**src/sv/efc_pkg.sv**
```systemverilog
package efc_pkg;

	// reported state codes
	typedef enum logic [2:0] {
		ST_IDLE        = 3'd0,
		ST_OPEN        = 3'd1,
		ST_UP          = 3'd2,
		ST_DOWN        = 3'd3,
		ST_FAULT       = 3'd4,
		ST_EMERG_START = 3'd5,
		ST_EMERGENCY   = 3'd6,
		ST_EMERG_STOP  = 3'd7
	} state_t;

	typedef enum logic [1:0] {
		FLT_NONE     = 2'd0,
		FLT_EMPTY    = 2'd1,
		FLT_TOO_MANY = 2'd2,
		FLT_ON_FLOOR = 2'd3
	} fault_t;

	typedef enum logic [1:0] {
		CMD_TICK  = 2'd0,
		CMD_KEY   = 2'd1,
		CMD_EMERG = 2'd2
	} cmd_t;

	localparam logic [7:0]  KEY_CONFIRM = 8'h41;
	localparam logic [7:0]  KEY_ZERO    = 8'h30;
	localparam logic [7:0]  DIGIT_LIMIT = 8'd11;
	localparam logic [3:0]  DIGIT_WIDE  = 4'd10;
	localparam logic [13:0] SCALE_TEN   = 14'd10;
	localparam logic [13:0] SCALE_HUND  = 14'd100;
	localparam logic [13:0] FLOOR_MAX   = 14'd99;
	localparam logic [6:0]  FLOOR_RESET = 7'd1;

	localparam int Q_DEPTH = 4;

	typedef struct packed {
		state_t     reported_state;
		logic       announce;
		logic [6:0] floor_now;
		logic [6:0] floor_target;
		logic       door_is_open;
		fault_t     fault_code;
		logic       last;
	} result_t;

	// results produced by one accepted event
	typedef struct packed {
		logic    push;
		logic    two;
		result_t r0;
		result_t r1;
	} push_t;

endpackage

```
**src/sv/efc_evt_if.sv**
```systemverilog
interface efc_evt_if;
	logic       valid;
	logic       ready;
	logic [1:0] command;
	logic [7:0] key_code;

	modport source (output valid, command, key_code, input ready);
	modport sink   (input valid, command, key_code, output ready);
	modport mon    (input valid, ready, command, key_code);
endinterface

```
**src/sv/efc_res_if.sv**
```systemverilog
interface efc_res_if;
	logic       valid;
	logic       ready;
	logic [2:0] reported_state;
	logic       announce;
	logic [6:0] floor_now;
	logic [6:0] floor_target;
	logic       door_is_open;
	logic [1:0] fault_code;
	logic       last;

	modport source (output valid, reported_state, announce, floor_now, floor_target,
		door_is_open, fault_code, last, input ready);
	modport sink   (input valid, reported_state, announce, floor_now, floor_target,
		door_is_open, fault_code, last, output ready);
	modport mon    (input valid, ready, reported_state, announce, floor_now, floor_target,
		door_is_open, fault_code, last);
endinterface

```
**src/sv/efc_ctrl.sv**
```systemverilog
module efc_ctrl (
	input  logic             clk,
	input  logic             arst_n,
	input  logic             accept,
	input  logic [1:0]       command,
	input  logic [7:0]       key_code,
	output efc_pkg::push_t   push
);
	import efc_pkg::*;

	typedef enum logic [2:0] {
		M_IDLE  = 3'd0,
		M_OPEN  = 3'd1,
		M_UP    = 3'd2,
		M_DOWN  = 3'd3,
		M_EWAIT = 3'd5
	} mode_t;

	mode_t      mode_q, mode_d;
	logic [6:0] floor_q, floor_d;
	logic [6:0] target_q, target_d;
	logic [1:0] dcnt_q, dcnt_d;
	logic [6:0] entry_q, entry_d;
	logic       door_q, door_d;

	state_t     st0, st1;
	logic       ann0, two;
	fault_t     flt0;
	logic [7:0] dig;
	logic [3:0] dig4;
	logic [13:0] combined;

	function automatic state_t mode_code(mode_t m);
		state_t s;
		case (m)
			M_OPEN:  s = ST_OPEN;
			M_UP:    s = ST_UP;
			M_DOWN:  s = ST_DOWN;
			M_EWAIT: s = ST_EMERG_START;
			default: s = ST_IDLE;
		endcase
		return s;
	endfunction

	assign dig      = key_code - KEY_ZERO;
	assign dig4     = dig[3:0];
	assign combined = {7'd0, entry_q} * ((dig4 >= DIGIT_WIDE) ? SCALE_HUND : SCALE_TEN)
		+ {10'd0, dig4};

	always_comb begin
		mode_d   = mode_q;
		floor_d  = floor_q;
		target_d = target_q;
		dcnt_d   = dcnt_q;
		entry_d  = entry_q;
		door_d   = door_q;
		st0      = mode_code(mode_q);
		st1      = ST_IDLE;
		ann0     = 1'b0;
		two      = 1'b0;
		flt0     = FLT_NONE;

		case (command)
			CMD_TICK: begin
				case (mode_q)
					M_OPEN: begin
						ann0 = 1'b1;
						if (!door_q) begin
							door_d = 1'b1;
							st0    = ST_OPEN;
						end else begin
							door_d = 1'b0;
							mode_d = M_IDLE;
							st0    = ST_IDLE;
						end
					end
					M_UP: begin
						if (target_q > floor_q) begin
							floor_d = floor_q + 7'd1;
						end else if (target_q == floor_q) begin
							mode_d = M_OPEN;
							st0    = ST_OPEN;
						end
					end
					M_DOWN: begin
						if (target_q < floor_q) begin
							floor_d = floor_q - 7'd1;
						end else if (target_q == floor_q) begin
							mode_d = M_OPEN;
							st0    = ST_OPEN;
						end
					end
					default: begin
					end
				endcase
			end
			CMD_KEY: begin
				case (mode_q)
					M_IDLE: begin
						if (key_code == KEY_CONFIRM) begin
							dcnt_d  = 2'd0;
							entry_d = 7'd0;
							if (dcnt_q == 2'd0) begin
								two  = 1'b1;
								ann0 = 1'b1;
								st0  = ST_FAULT;
								flt0 = FLT_EMPTY;
							end else begin
								target_d = entry_q;
								ann0     = 1'b1;
								if (entry_q == floor_q) begin
									two  = 1'b1;
									st0  = ST_FAULT;
									flt0 = FLT_ON_FLOOR;
								end else if (entry_q < floor_q) begin
									mode_d = M_DOWN;
									st0    = ST_DOWN;
								end else begin
									mode_d = M_UP;
									st0    = ST_UP;
								end
							end
						end else if (dcnt_q >= 2'd2) begin
							dcnt_d  = 2'd0;
							entry_d = 7'd0;
							two     = 1'b1;
							ann0    = 1'b1;
							st0     = ST_FAULT;
							flt0    = FLT_TOO_MANY;
						end else if (dig < DIGIT_LIMIT) begin
							if (dcnt_q == 2'd0)
								entry_d = {3'd0, dig4};
							else
								entry_d = (combined > FLOOR_MAX) ? FLOOR_MAX[6:0]
									: combined[6:0];
							dcnt_d = dcnt_q + 2'd1;
						end
					end
					M_EWAIT: begin
						mode_d = M_IDLE;
						two    = 1'b1;
						ann0   = 1'b1;
						st0    = ST_EMERGENCY;
						st1    = ST_EMERG_STOP;
					end
					default: begin
					end
				endcase
			end
			CMD_EMERG: begin
				if (mode_q == M_UP || mode_q == M_DOWN) begin
					mode_d = M_EWAIT;
					ann0   = 1'b1;
					st0    = ST_EMERG_START;
				end
			end
			default: begin
			end
		endcase
	end

	// both results of an event show the state after the event
	always_comb begin
		push.push                 = accept;
		push.two                  = two;
		push.r0.reported_state    = st0;
		push.r0.announce          = ann0;
		push.r0.floor_now         = floor_d;
		push.r0.floor_target      = target_d;
		push.r0.door_is_open      = door_d;
		push.r0.fault_code        = flt0;
		push.r0.last              = !two;
		push.r1.reported_state    = st1;
		push.r1.announce          = 1'b1;
		push.r1.floor_now         = floor_d;
		push.r1.floor_target      = target_d;
		push.r1.door_is_open      = door_d;
		push.r1.fault_code        = FLT_NONE;
		push.r1.last              = 1'b1;
	end

	always_ff @(posedge clk or negedge arst_n) begin
		if (!arst_n) begin
			mode_q   <= M_IDLE;
			floor_q  <= FLOOR_RESET;
			target_q <= 7'd0;
			dcnt_q   <= 2'd0;
			entry_q  <= 7'd0;
			door_q   <= 1'b0;
		end else if (accept) begin
			mode_q   <= mode_d;
			floor_q  <= floor_d;
			target_q <= target_d;
			dcnt_q   <= dcnt_d;
			entry_q  <= entry_d;
			door_q   <= door_d;
		end
	end

endmodule

```
**src/sv/efc_outq.sv**
```systemverilog
module efc_outq (
	input  logic             clk,
	input  logic             arst_n,
	input  efc_pkg::push_t   push,
	output logic             space,
	output logic             out_valid,
	input  logic             out_ready,
	output efc_pkg::result_t head
);
	import efc_pkg::*;

	localparam int AW = $clog2(Q_DEPTH);
	localparam logic [AW:0] FREE_LIMIT = (AW + 1)'(Q_DEPTH - 2);

	result_t       entries_q [Q_DEPTH];
	logic [AW-1:0] wr_q, rd_q;
	logic [AW:0]   count_q;
	logic [AW:0]   n_push;
	logic          pop;

	assign space     = count_q <= FREE_LIMIT;
	assign out_valid = count_q != '0;
	assign head      = entries_q[rd_q];
	assign pop       = out_valid && out_ready;
	assign n_push    = !push.push ? '0 : (push.two ? (AW + 1)'(2) : (AW + 1)'(1));

	always_ff @(posedge clk or negedge arst_n) begin
		if (!arst_n) begin
			wr_q    <= '0;
			rd_q    <= '0;
			count_q <= '0;
		end else begin
			wr_q    <= wr_q + n_push[AW-1:0];
			rd_q    <= rd_q + AW'(pop);
			count_q <= count_q + n_push - (AW + 1)'(pop);
		end
	end

	always_ff @(posedge clk) begin
		if (push.push) begin
			entries_q[wr_q] <= push.r0;
			if (push.two)
				entries_q[wr_q + AW'(1)] <= push.r1;
		end
	end

endmodule

```
**src/sv/elevator_floor_controller_core.sv**
```systemverilog
// Channel   Dir  Fields                                          Transfer
// events    in   command, key_code                               valid && ready
// results   out  reported_state, announce, floor_now,            valid && ready
//                floor_target, door_is_open, fault_code, last
//
// One event per cycle while events.ready is high; state updates in the cycle of the transfer.
// Each event yields one or two results, queued in a four-entry result buffer;
// a two-result event (fault, emergency key) writes both results into the buffer at once.
// events.ready is high while at least two buffer entries are free.
// Reset: idle, floor 1, target 0, entry empty, door closed, buffer empty.
module elevator_floor_controller_core (
	input logic        clk,
	input logic        arst_n,
	efc_evt_if.sink    events,
	efc_res_if.source  results
);
	import efc_pkg::*;

	push_t   push;
	result_t head;
	logic    space;
	logic    accept;

	assign events.ready = space;
	assign accept       = events.valid && space;

	efc_ctrl u_ctrl (
		.clk      (clk),
		.arst_n   (arst_n),
		.accept   (accept),
		.command  (events.command),
		.key_code (events.key_code),
		.push     (push)
	);

	efc_outq u_outq (
		.clk       (clk),
		.arst_n    (arst_n),
		.push      (push),
		.space     (space),
		.out_valid (results.valid),
		.out_ready (results.ready),
		.head      (head)
	);

	assign results.reported_state = head.reported_state;
	assign results.announce       = head.announce;
	assign results.floor_now      = head.floor_now;
	assign results.floor_target   = head.floor_target;
	assign results.door_is_open   = head.door_is_open;
	assign results.fault_code     = head.fault_code;
	assign results.last           = head.last;

endmodule

```
**src/flat_wrapper.sv**
```systemverilog
// flat-port wrapper written by rule: the top's interface ports become plain ports
module elevator_floor_controller_core_flat import efc_pkg::*;
  (clk, arst_n, events_valid, events_command, events_key_code, events_ready, results_valid, results_reported_state, results_announce, results_floor_now, results_floor_target, results_door_is_open, results_fault_code, results_last, results_ready);
  efc_evt_if events_i ();
  efc_res_if results_i ();
  input logic clk;
  input logic arst_n;
  input wire logic [$bits(events_i.valid)-1:0] events_valid;
  input wire logic [$bits(events_i.command)-1:0] events_command;
  input wire logic [$bits(events_i.key_code)-1:0] events_key_code;
  output wire logic [$bits(events_i.ready)-1:0] events_ready;
  output wire logic [$bits(results_i.valid)-1:0] results_valid;
  output wire logic [$bits(results_i.reported_state)-1:0] results_reported_state;
  output wire logic [$bits(results_i.announce)-1:0] results_announce;
  output wire logic [$bits(results_i.floor_now)-1:0] results_floor_now;
  output wire logic [$bits(results_i.floor_target)-1:0] results_floor_target;
  output wire logic [$bits(results_i.door_is_open)-1:0] results_door_is_open;
  output wire logic [$bits(results_i.fault_code)-1:0] results_fault_code;
  output wire logic [$bits(results_i.last)-1:0] results_last;
  input wire logic [$bits(results_i.ready)-1:0] results_ready;
  assign events_i.valid = events_valid;
  assign events_i.command = events_command;
  assign events_i.key_code = events_key_code;
  assign events_ready = events_i.ready;
  assign results_valid = results_i.valid;
  assign results_reported_state = results_i.reported_state;
  assign results_announce = results_i.announce;
  assign results_floor_now = results_i.floor_now;
  assign results_floor_target = results_i.floor_target;
  assign results_door_is_open = results_i.door_is_open;
  assign results_fault_code = results_i.fault_code;
  assign results_last = results_i.last;
  assign results_i.ready = results_ready;
  elevator_floor_controller_core u_core (.clk(clk), .arst_n(arst_n), .events(events_i), .results(results_i));
endmodule
```
**config.mk**
```make
export PLATFORM = sky130hd
export DESIGN_NAME = elevator_floor_controller_core_flat
export DESIGN_NICKNAME = d
export VERILOG_FILES = /design/src/sv/efc_pkg.sv /design/src/sv/efc_evt_if.sv /design/src/sv/efc_res_if.sv /design/src/sv/efc_ctrl.sv /design/src/sv/efc_outq.sv /design/src/sv/elevator_floor_controller_core.sv /design/src/flat_wrapper.sv
export SDC_FILE = /design/constraint.sdc
export NUM_CORES = 1
export LEC_CHECK = 0
export BUFFER_PORTS_ARGS = -buffer_cell sky130_fd_sc_hd__buf_2
export CAP_MARGIN = 20
export CORE_ASPECT_RATIO = 1.75
export CORE_UTILIZATION = 50
export CTS_CLUSTER_DIAMETER = 60
export CTS_CLUSTER_SIZE = 40
export DETAILED_ROUTE_END_ITERATION = 12
export GPL_TIMING_DRIVEN = 0
export PLACE_DENSITY = 0.69
export SLEW_MARGIN = 40
export SYNTH_ARGS = -nofsm -noshare
export SYNTH_HDL_FRONTEND = slang
export SYNTH_SLANG_ARGS = --single-unit
```
**constraint.sdc**
```tcl
create_clock -name clk -period 5.7 [get_ports clk]
set_clock_uncertainty 0.1 [all_clocks]
set_input_delay 0.285 -clock clk [delete_from_list [all_inputs] [get_ports clk]]
set_output_delay 0.285 -clock clk [all_outputs]
set_load 0.02 [all_outputs]
```
Yosys cells after proc, flatten, opt, wreduce, memory -nomap -nowiden
Memories as Yosys holds them, arrays and structs flattened.
Index checks and enable logic that the tools add are counted.
- memory bits (writable): 88
- bits in registers: 34
- word-level logic and storage cells: 130
- input bits: 14
- memories: 1
- output and inout bits: 24
- mux-type cells: 71
- equality and inequality tests: 18
- $lt $le $gt $ge: 8
- multipliers: 1
- reductions and logical operators: 12
- add/subtract/negate cells: 10
- memory list (name ; words ; width ; rd ports ; clocked after Yosys merged registers in ; wr ports ; RTL line ; text):
    u_core.u_outq.entries_q ; 4 ; 22 ; 1 ; 0 ; 2 ; efc_outq.sv:15 ; result_t entries_q [Q_DEPTH];
- operators by type and width (cell ; number):
    7-bit 2-to-1 mux ; 13
    3-bit 2-to-1 mux ; 18
    3-bit case mux with 3 select lines ; 4
    2-bit 2-to-1 mux ; 11
    1-bit 2-to-1 mux ; 18
    3-bit inequality test (second input constant) ; 6
    14-bit by 4-bit adder with 14-bit output ; 1
    7-bit equality test ; 2
    14-bit by 7-bit greater-than comparator with 1-bit output (second input constant) ; 1
    7-bit < comparator ; 2
    7-bit by 7-bit multiplier with 14-bit output ; 1
    7-bit case mux with 2 select lines ; 1
    3-bit case mux with 2 select lines ; 2
    3-bit case mux with 4 select lines ; 1
    11-bit AND reduction ; 1
    3-bit nonzero test ; 3
    8-bit by 7-bit equality test with 1-bit output (second input constant) ; 1
    8-bit by 4-bit < comparator with 1-bit output (second input constant) ; 1
    8-bit by 6-bit subtractor with 8-bit output (second input constant) ; 1
    7-bit by 1-bit adder with 7-bit output (second input constant) ; 1
    7-bit greater-than comparator ; 1
    7-bit by 1-bit subtractor with 7-bit output (second input constant) ; 1
    3-bit by 2-bit equality test with 1-bit output (second input constant) ; 2
    2-bit by 1-bit adder with 2-bit output (second input constant) ; 2
    22 further kinds ; 25

Longest topological paths before layout
- depth in word-level cells: 11
- gate-level depth with buffers: 18
- mapped depth without buffers: 17

Hierarchy
From an unflattened synthesis, not the netlist that was laid out.
- cells, all modules: 755
- area, all modules: 9009.9 µm²
- by module, submodules not included (module ; times used ; sequential area each (µm²) ; area an instance (µm²) ; cells an instance):
    efc_outq ; 1 ; 2817.7 ; 4952.2 ; 257
    efc_ctrl ; 1 ; 676.9 ; 4051.4 ; 497
    elevator_floor_controller_core ; 1 ; 0.0 ; 6.3 ; 1

Worst setup path before layout
OpenSTA, ideal clock, no wires.
- path kind: input-to-reg
- from: in events_key_code[2]
- to: reg u_core.u_ctrl.entry_q[2]
- buffers on the path: 1
- data required time: 5.534 ns
- path slack: 1.418 ns
- setup time: 0.066 ns
- arrival: 4.116 ns
- stages: 17
- cells stage by stage: o21a_1 clkbuf_1 and2_1 ha_1 inv_1 fa_1 inv_1 fa_1 ha_1 ha_1 a211oi_1 nor2_1 or4_1 mux2i_1 o211ai_1 a21oi_2 a41o_1
- longest elaborated chain between the ends: 11
- RTL lines (item ; RTL line ; text):
    start: declaration ; flat_wrapper.sv:10 ; input wire logic [$bits(events_i.key_code)-1:0] events_key_code;
    8-bit by 6-bit subtractor with 8-bit output ; efc_ctrl.sv:45 ; assign dig = key_code - KEY_ZERO;
    4-bit greater-or-equal comparator ; efc_ctrl.sv:47 ; assign combined = {7'd0, entry_q} * ((dig4 >= DIGIT_WIDE) ? SCALE_HUND : SCALE_TEN)
    7-bit 2-to-1 mux ; efc_ctrl.sv:47 ;
    7-bit by 7-bit multiplier with 14-bit output ; efc_ctrl.sv:47 ;
    14-bit by 4-bit adder with 14-bit output ; efc_ctrl.sv:48 ; + {10'd0, dig4};
    14-bit by 7-bit greater-than comparator with 1-bit output ; efc_ctrl.sv:134 ; entry_d = (combined > FLOOR_MAX) ? FLOOR_MAX[6:0]
    7-bit 2-to-1 mux ; efc_ctrl.sv:134 ;
    7-bit 2-to-1 mux ; efc_ctrl.sv:131 ; if (dcnt_q == 2'd0)
    7-bit 2-to-1 mux ; efc_ctrl.sv:130 ; end else if (dig < DIGIT_LIMIT) begin
    7-bit 2-to-1 mux ; efc_ctrl.sv:123 ; end else if (dcnt_q >= 2'd2) begin
    7-bit 2-to-1 mux ; efc_ctrl.sv:100 ; if (key_code == KEY_CONFIRM) begin
    end signal: assignment ; efc_ctrl.sv:195 ; entry_q <= entry_d;
    end: declaration ; efc_ctrl.sv:23 ; logic [6:0] entry_q, entry_d;
Several ways; a longest one is shown, not always the timed one. The select of a mux whose other input is x is not followed.
A chain may end at the register's enable or synchronous reset.

Worst setup path after layout
- from: reg u_core.u_ctrl.entry_q[3]
- to: reg u_core.u_ctrl.entry_q[2]
- longest elaborated chain between the ends: 8
- RTL lines (item ; RTL line):
    7-bit by 7-bit multiplier with 14-bit output ; efc_ctrl.sv:47
    14-bit by 4-bit adder with 14-bit output ; efc_ctrl.sv:48
    14-bit by 7-bit greater-than comparator with 1-bit output ; efc_ctrl.sv:134
    7-bit 2-to-1 mux ; efc_ctrl.sv:134
    7-bit 2-to-1 mux ; efc_ctrl.sv:131
    7-bit 2-to-1 mux ; efc_ctrl.sv:130
    7-bit 2-to-1 mux ; efc_ctrl.sv:123
    7-bit 2-to-1 mux ; efc_ctrl.sv:100
Every way passes these cells. The select of a mux whose other input is x is not followed.

==> impl_metrics.ini <==
[status]
run_status = complete, no violations

[drt]
drt_pass1_iterations = 5
route.detailed.vias_per_inst = 6.06
route.vias.total = 6174
drt-initial-drc-count = 423
ant_nets = 0
post-route-drc-count = 0
finalWirelength_um = 19700
wl_per_cell_um = 19.3

[sta]
number_of_failing_setup_endpoints_in_the_final_timing_report = 0
timing_hold_violations_final = 0
fmax_mhz = 215
slew_margin_rel_pct = 46.4
worst_slew_pin_slew_ps = 803
clock_period_minus_final_worst_setup_slack_ps = 4660
rsz0062_at_grt = no
layout_worst_path_cycle_share_pct = 81.7
maxSlewViolCount = 0
setup_total_negative_slack_ps = 0

[layout]
share_of_cells_above_drive_strength_1_pct = 16.4
antenna-diode-count = 0
area_growth_pct = 13.0
regArea_um2 = 3330
multi_input_comb_area_um2 = 4230
fill_cells = 1293
fin_nets = 911

[clock_network]
cts-htree-levels = 4
clk_pin_slew_ps = 60
ctsResizeCount = 0
cts.sink_count = 122
worst_skew_pair.late_latency_ps = 420
cts.root.buffer_cell = clkbuf_16
cts.repair_timing.setup_buffer_count = 0
holdBufCountCts = 1
clock_buffers_created_by_tritoncts = 17
cts-root-to-sink-buffers = 2
tritoncts = built

[power]
irDropWorstVdd_mv = 0.209
gate_power_share_pct = 37.9
clock_power_share_pct = 29.0
power_frac_seq_pct = 33.2
cell_internal_pwr_uw = 2300
power_per_cell_area_nw_per_um2 = 416
switching_power_uw = 1410
netSwitchingFraction_pct = 38.1
totalPowerFinal_uw = 3710
leakagePower_uw = 0.00371

[logic_synthesis]
synth_top_area_cell = edfxtp_1
post_synth_edffs = 72
post_synth_inst_count = 762
yosysTopAreaCellShare_pct = 27.4
ys_seq_area_share_pct = 42.2
synth.distinct_cells = 74
ys_dominant_reg_cell = edfxtp_1
synth_seq_cells = 122
netlist_top_cells_area = edfxtp_1, ha_1, dfrtp_1
ys_warn_count = 0
async_sr_flop_fraction_pct = 27.9
synth.cell_area_um2 = 7900
avgSynthCellArea_um2 = 10.4

[place]
numPortBuffers = 37
place.gp.congestion = 0.940
dp_hpwl_um = 15100

[floorplan]
ioPinCount = 38
fp.dieH_um = 168
rows = 60
initial_utilization_pct = 51.3
design.die.area_um2 = 16300
core_region_area_um2 = 15400
die_width_um = 97.0

[grt]
groute.usage.overall_pct = 25.1
global_route_wire_length_before_repair_um = 32100
grt_antenna_before_repair = 0
grt_overflow_total = 0
grt_start_max_net_pins = 35
vias_in_the_first_global_route = 6565

[critical_path]
critPathMaxFanout = 7
cp.arrival_ps = 4900
critical_path_startpoint_category = flop
timing_worst_setup_path_type = reg -> reg
critical_path_required_ps = 5940
critPathCaptureType = flop

[run]
max-cap-violations = 0

[hold_path]
min-delay-path-class = in -> reg
## final timing paths
path | start | endpoint | slack, ps | cells past startpoint
setup reg to reg | u_core.u_ctrl.entry_q[3]$_DFFE_PN0P_ | u_core.u_ctrl.entry_q[2]$_DFFE_PN0P_ | 1040 | 15
setup / recovery | u_core.u_ctrl.entry_q[3]$_DFFE_PN0P_ | u_core.u_ctrl.entry_q[2]$_DFFE_PN0P_ | 1040 | 15
max in group asynchronous | arst_n | u_core.u_ctrl.floor_q[0]$_DFFE_PN1P_ | 4890 | 2
min in group asynchronous | arst_n | u_core.u_outq.count_q[2]$_DFF_PN0_ | 260 | 2
hold reg to reg | u_core.u_outq.entries_q[1][2]$_SDFFE_PP0P_ | u_core.u_outq.entries_q[1][2]$_SDFFE_PP0P_ | 370 | 2
hold / removal | events_key_code[0] | u_core.u_ctrl.entry_q[0]$_DFFE_PN0P_ | 60 | 3
## cell type report
type | instances | area share (%)
Buffer | 33 | 1.74
Clock buffer | 19 | 5.20
Clock inverter | 13 | 1.40
Inverter | 50 | 2.10
Multi-Input combinational cell | 558 | 47.4
Sequential cell | 122 | 37.3
Tap cell | 186 | 2.61
Timing Repair Buffer | 38 | 2.21
## cell families (layout without fill, tap and decap cells)
family | after synthesis | in the layout | synth area share, %
multiplexers | 44 | 44 | 9.22
other | 1 | 2 | 0.0475
flip-flops | 122 | 122 | 42.2
XOR/XNOR | 22 | 22 | 2.44
AO/OA/AOI/OAI | 160 | 160 | 13.5
AND/OR/NAND/NOR | 253 | 253 | 15.1
adder cells (fa/ha/maj) | 77 | 77 | 13.1
buffers and inverters | 83 | 153 | 4.34
## cell usage after synthesis, drive strengths merged, types with 4 or more instances
| library cell | count |
|---|---|
| xor2 | 8 |
| ha | 67 |
| xnor2 | 14 |
| inv | 49 |
| buf | 12 |
| clkbuf | 21 |
| o211ai | 7 |
| nor2b | 5 |
| o22ai | 6 |
| mux4 | 22 |
| and3 | 6 |
| nand2 | 56 |
| fa | 10 |
| or2 | 12 |
| edfxtp | 72 |
| nor3 | 11 |
| dfxtp | 16 |
| a21o | 6 |
| mux2 | 10 |
| or3 | 5 |
| and2 | 13 |
| mux2i | 12 |
| o21a | 5 |
| a31oi | 6 |
| dfrtp | 33 |
| o21ai | 48 |
| a211oi | 8 |
| nor2 | 102 |
| a21oi | 34 |
| a22oi | 4 |
| nand3 | 20 |
| nand2b | 4 |
| o22a | 5 |
## layer usage
layer,vias to the layer above,global-route usage (%),share of wire (%)
met2,212,49.5,57
li1,2899,-,-
met3,59,3.36,3.5
met4,0,13.8,4.1
met1,3004,24.7,35
met5,-,0,0
## registers in the layout, summed over array words and instances (netlist names)
name                     cells
u_core.u_ctrl.entry_q        7
u_core.u_outq.rd_q           2
u_core.u_outq.wr_q           2
u_core.u_ctrl.dcnt_q         2
u_core.u_ctrl.floor_q        7
u_core.u_outq.entries_q     88
u_core.u_ctrl.mode_q         3
u_core.u_ctrl.target_q       7
u_core.u_ctrl.door_q         1
u_core.u_outq.count_q        3
## power groups by stage
| stage | registers, uW | clock network (uW) | logic (uW) |
|---|---|---|---|
| CTS | 1230 | 1080 | 1410 |
| global route | 1250 | 1120 | 1530 |
| floorplan | 1200 | 0 | 1030 |
| finish | 1230 | 1080 | 1400 |
| global placement | 1230 | 0 | 1360 |
| detailed placement | 1240 | 0 | 1400 |
## critical path, stage by stage, from the launching register on
cell and delay [ps]:
dfrtp_1 530, and2_1 260, ha_1 280, inv_1 50, fa_1 530, inv_1 50
fa_1 480, ha_1 320, ha_1 370, a211oi_1 260, nor2_1 90, or4_1 400
mux2i_1 140, o211ai_1 130, a21oi_2 320, a41o_1 250
## cell usage in the layout (no fill, tap or decap), types with 6 or more instances in the layout
master	instances
mux2i_1	12
xor2_1	8
fa_1	10
nor3_1	11
buf_2	40
clkbuf_16	18
nor2_1	102
and2_1	12
xnor2_1	14
inv_1	46
inv_6	7
nand3_1	19
clkbuf_1	21
o21ai_0	42
a21oi_1	30
dfrtp_1	33
a21o_1	6
buf_4	6
dfxtp_1	16
o22ai_1	6
o211ai_1	7
a211oi_1	6
and3_1	6
nand2_1	56
mux4_2	22
mux2_2	10
edfxtp_1	72
or2_2	8
ha_1	67
a31oi_1	6
## through the flow
step / hold slack (ps) / setup WS [ps] / cells / util, % / instance area, um^2
after CTS: 48.7 / 1010 / 1019 / 58.0 / 8930
after detailed placement: 311 / 710 / 986 / 54.1 / 8330
after floorplan: -111 / 1420 / 763 / - / 7910
after global routing: 108 / 877 / 1019 / 58.0 / 8930
after global placement: 298 / 758 / 986 / 54.1 / 8320
final: 56.6 / 1040 / 1019 / 58.0 / 8930
Power figures use the tool's default switching activity.
